File: config.mk
export PLATFORM = sky130hd
export DESIGN_NAME = twfc_mac
export DESIGN_NICKNAME = d
export VERILOG_FILES = /design/src/hw/rtl/twfc_pkg.sv /design/src/hw/rtl/twfc_mac.sv
export SDC_FILE = /design/constraint.sdc
export NUM_CORES = 2
export LEC_CHECK = 0
export BUFFER_PORTS_ARGS = -buffer_cell sky130_fd_sc_hd__clkbuf_2
export CAP_MARGIN = 20
export CORE_ASPECT_RATIO = 1.5
export CORE_MARGIN = 1.5
export CORE_UTILIZATION = 40
export CTS_CLUSTER_SIZE = 14
export DETAILED_ROUTE_END_ITERATION = 12
export GPL_TIMING_DRIVEN = 1
export HOLD_SLACK_MARGIN = 0.03
export SYNTH_ARGS = -nofsm -noshare
export SYNTH_HDL_FRONTEND = slang
export SYNTH_SLANG_ARGS = --single-unit
File: constraint.sdc
create_clock -name clock -period 11.9 [get_ports clock]
set_clock_uncertainty 0.15 [all_clocks]
set_input_delay 2.38 -clock clock [delete_from_list [all_inputs] [get_ports clock]]
set_output_delay 2.38 -clock clock [all_outputs]
set_load 0.02 [all_outputs]
File: src/hw/rtl/twfc_pkg.sv
// Shared types and constants for the triangle winding fix block.
// Depends on nothing; every other file in hw/rtl refers to it by scoped names.
package twfc_pkg;

   // Default sizing of the vertex store and the coordinates
   localparam int DEF_VERTEX_DEPTH = 4096;
   localparam int DEF_COORD_BITS   = 20;

   // Fixed field widths
   localparam int MODE_BITS = 2;
   localparam int IDX_BITS  = 12;

   // Digit size of the serial multiplier
   localparam int DIGIT_BITS = 16;
   localparam int LOG_DIGIT  = 4;

   // Command codes carried in the mode field
   localparam logic [MODE_BITS-1:0] MODE_CLEAR = 2'd0;
   localparam logic [MODE_BITS-1:0] MODE_LOAD  = 2'd1;
   localparam logic [MODE_BITS-1:0] MODE_FACE  = 2'd2;

   // Result status codes
   typedef enum logic [1:0] {
      STATUS_OK        = 2'd0,
      STATUS_BAD_INDEX = 2'd1,
      STATUS_OVERFLOW  = 2'd2
   } status_type;

   // Control from the sequencer to the vertex store
   typedef struct packed {
      logic we;
      logic re;
   } vs_ctl_type;

   // Control from the sequencer to the multiply-accumulate unit
   typedef struct packed {
      logic go;    // start one product
      logic keep;  // keep the accumulator instead of loading the preset
      logic sub;   // subtract the product instead of adding it
   } mac_ctl_type;

endpackage

File: src/hw/rtl/twfc_mac.sv
// Digit-serial signed multiply-accumulate unit: acc = (preset or acc) +/- a*b,
// one 16-bit digit of b per cycle, product registered before the add.
// Depends on twfc_pkg for the digit size and the control struct.
module twfc_mac #(
   parameter int OPW  = 43,
   parameter int ACCW = 88
) (
   input  logic                     clock,
   input  logic                     reset,
   input  twfc_pkg::mac_ctl_type    ctl,
   input  logic signed [OPW-1:0]    a_in,
   input  logic signed [OPW-1:0]    b_in,
   input  logic signed [ACCW-1:0]   preset_in,
   output logic                     done,
   output logic signed [ACCW-1:0]   acc
);

   localparam int NDIG = (OPW + twfc_pkg::DIGIT_BITS - 1) / twfc_pkg::DIGIT_BITS;
   localparam int BW   = NDIG * twfc_pkg::DIGIT_BITS;
   localparam int DGW  = (NDIG > 1) ? $clog2(NDIG) : 1;
   localparam int PPW  = OPW + twfc_pkg::DIGIT_BITS + 1;

   logic signed [OPW-1:0]              a_ff;
   logic [BW-1:0]                      b_ff;
   logic                               sub_ff;
   logic signed [ACCW-1:0]             acc_ff;
   logic                               run_ff;
   logic [DGW-1:0]                     dig_ff;
   logic signed [PPW-1:0]              pp_ff;
   logic [DGW-1:0]                     pk_ff;
   logic                               pv_ff;
   logic                               plast_ff;
   logic                               done_ff;

   logic [twfc_pkg::DIGIT_BITS-1:0]    raw_dig;
   logic                               top_dig;
   logic signed [twfc_pkg::DIGIT_BITS:0] dig_s;
   logic signed [PPW-1:0]              prod;
   logic signed [ACCW-1:0]             pp_ext;
   logic signed [ACCW-1:0]             pp_sh;
   logic signed [ACCW-1:0]             acc_in;

   // Pick the current digit of b; only the top digit carries the sign
   always_comb begin
      raw_dig = b_ff[dig_ff * twfc_pkg::DIGIT_BITS +: twfc_pkg::DIGIT_BITS];
      top_dig = (dig_ff == DGW'(NDIG - 1));
      dig_s   = $signed({top_dig & raw_dig[twfc_pkg::DIGIT_BITS-1], raw_dig});
      prod    = a_ff * dig_s;
   end

   // Align the registered partial product and accumulate
   always_comb begin
      pp_ext = ACCW'(pp_ff);
      pp_sh  = pp_ext <<< {pk_ff, {twfc_pkg::LOG_DIGIT{1'b0}}};
      acc_in = sub_ff ? (acc_ff - pp_sh) : (acc_ff + pp_sh);
   end

   // Sequence digits, hold operands and the accumulator
   always_ff @(posedge clock) begin
      if (reset) begin
         run_ff  <= 1'b0;
         pv_ff   <= 1'b0;
         done_ff <= 1'b0;
      end else begin
         done_ff <= 1'b0;
         if (ctl.go) begin
            a_ff   <= a_in;
            b_ff   <= BW'(b_in);
            sub_ff <= ctl.sub;
            if (!ctl.keep) begin
               acc_ff <= preset_in;
            end
            run_ff <= 1'b1;
            dig_ff <= '0;
            pv_ff  <= 1'b0;
         end else begin
            pv_ff <= run_ff;
            if (run_ff) begin
               pp_ff    <= prod;
               pk_ff    <= dig_ff;
               plast_ff <= top_dig;
               if (top_dig) begin
                  run_ff <= 1'b0;
               end else begin
                  dig_ff <= dig_ff + DGW'(1);
               end
            end
            if (pv_ff) begin
               acc_ff  <= acc_in;
               done_ff <= plast_ff;
            end
         end
      end
   end

   assign done = done_ff;
   assign acc  = acc_ff;

endmodule

==> impl_results.md <==
- Synth area leader: fa_1
- Syn nets: 5815
- I/O pins: 268
- Most common cell in the netlist: inv_1
- Total GRT Usage: 24.1%
- # setup viols final: 0
- Vias in the first global route: 35.8k
- Antenna violations before repair: 0
- Area delta synth->final: 8.38%
- CP Data Arrival Time: 8.98 ns
- Port buffer count: 267
- Clock sink count: 243
- Starting DRC count in detailed routing: 2169
- Chip height: 402 microns
- Syn Inst Count: 4723
- CTS Buf Count: 29
- CTS Hold Bufs: 0
- WL final: 131000 microns
- DR DRC count: 0
- GP Congestion: 0.954
- Post-CTS Setup Inserts: 0
- Avg Synthesized Cell Area: 9.01 sq um
- Root buffer cell: clkbuf_16
- Area of the core: 106000 sq um
- Clk pin slew, worst setup/hold paths: 0.07 ns
- Vias per cell: 5.41
- Post-synthesis cell area: 42500 sq um
- Vias: 33.8k
- Unrepaired setup endpoints after global routing: no
- Startpoint type of the worst setup path: register
- Total of max-cap violations: 0
- Dpl ws: 3.05 ns
- Synth warn: 0
- Drt pass-1 iters: 6
- Row count: 146
- Post-synth EDFFs: 240
- Min-Delay Path Class: reg2reg
- Post-synth top cells: inv_1 (762), fa_1 (687), nand2_1 (667)
- Max clock buf depth: 3
- Final hold vios: 0
- Final #Nets: 5908
- DR WL/cell: 20.9 microns
- Synth area leaders: fa_1 (32%), edfxtp_1 (17%), inv_1 (6.7%), ha_1 (6.6%), nand2_1 (5.9%)
- Setup TNS: 0 ns
- Number of synthesized register bits: 243
- Largest net degree at the start of global routing: 63
- Overflow after GRT: 0
- # resized after CTS: 0
- Seq/Total Area, Yosys: 17.1%
- Die ar.: 108000 sq um
- Layout cells sized above 1: 8.91%
- Ys flop type: edfxtp_1
- Post-synth ARST share: 0%
- CTS tree: yes
- FILL cells: 10.5k
- Dpl cell area: 45100 sq um
- Worst Max-Slew Pin Slew: 0.992 ns
- Endpoint class of the critical path: register
- Worst-Skew Late Latency: 0.65 ns
- Max Clk Rate: 114 MHz
- Synth unique cells: 83
- Run status: complete, no violations
- Period utilization: 73.8%
- Post-synth top area share: 32.3%
- H-tree Lvls: 1
- First-pass GRT wire length: 203000 microns
- Die X: 269 microns
- Routed Antenna Nets: 0
- Reg area: 7270 sq um
- Crit path required time: 12.10 ns
- Multi-input combinational cell area: 31600 sq um
- Slew Viols, Final: 0
- Kind of critical path: reg2reg
- Finished Cell Area: 46100 sq um
- Crit path max fanout: 44
- Hold Slack: 0.385 ns
- Initial core utilization: 40.3%
- Setup ws final: 3.12 ns
- DP Wirelength: 103000 microns
- Period minus WS final: 8.78 ns
- Slew headroom: 33.7%
-- flip-flops by register name, indices dropped and copies added, names as in the netlist, 2 cells and up --
signal	flops
a_ff	43
acc	88
b_ff	43
dig_ff	2
pk_ff	2
pp_ff	60
-- stage by stage --
step	instances	utilization (%)
finish	6246	43.7
detailed placement	6190	42.7
global placement	6190	42.7
global route	6245	43.7
CTS	6244	43.7
floorplan	4723	-
-- path summary, 6_finish.rpt --
check	from	endpoint	slack, ns	depth (start not counted)
worst min register to register	run_ff	pv_ff	0.39	1
worst min-delay path	run_ff	pv_ff	0.39	1
worst max register to register	dig_ff[1]	pp_ff[56]	3.12	27
worst max-delay path	dig_ff[1]	pp_ff[56]	3.12	27
-- layer usage --
layer,GRT usage (%),vias up,routed length (microns)
li1,-,15500,-
met1,27.8,16900,50100
met2,44.8,1107,68200
met3,2.74,292,6160
met4,10.4,0,6270
met5,0,-,0
-- cells in the final DEF, fill, tap and decap left out, drive strengths merged, types with 68 or more instances in the layout --
cell,count
inv,769
fa,687
nand2,668
clkbuf,295
and2,283
a21oi,254
edfxtp,240
nor2,236
ha,226
o21ai,178
xnor2,132
a21o,72
mux2i,69
xor2,68
-- cell type report --
| class | count | share of cell area [%] |
|---|---|---|
| clock inverter | 25 | 0.567 |
| tap | 1406 | 3.82 |
| inverter | 762 | 6.20 |
| clock buffer | 29 | 1.57 |
| timing repair buffer | 304 | 3.51 |
| sequential | 243 | 15.8 |
| multi-input combinational | 3476 | 68.6 |
| antenna | 1 | 0.00543 |
-- kinds of logic (layout without fill, tap and decap cells) --
family / count (synthesis) / in the layout / share of synthesized area [%]
DFF: 243 / 243 / 17.1
buffers and inverters: 1004 / 1120 / 8.96
adders and majority gates: 913 / 913 / 39.0
AOI/OAI and AO/OA: 757 / 757 / 11.1
other: 0 / 1 / 0
xor gates and xnor gates: 200 / 200 / 4.14
and+or+nand+nor: 1510 / 1510 / 16.8
muxes: 96 / 96 / 2.88
-- critical path, stage by stage, from the launching register on --
cell	delay, ns
edfxtp_1	0.32
buf_4	0.34
nor2b_1	0.56
nand2_1	0.34
o21ai_2	0.13
buf_4	0.46
nand2_1	0.10
buf_4	0.31
or2_2	0.35
fa_1	0.45
fa_1	0.49
inv_1	0.05
fa_1	0.45
fa_1	0.40
fa_1	0.52
inv_1	0.05
fa_1	0.48
inv_1	0.04
ha_1	0.39
a21oi_1	0.16
nand2_1	0.14
o211ai_1	0.14
or3_1	0.36
o21ai_0	0.42
nand2_1	0.11
o21ai_0	0.39
o22a_1	0.25
o211ai_1	0.11
Power is left out: the tool's default activity adds up to more than one toggle a clock period on the data nets, which glitch-free logic cannot reach.
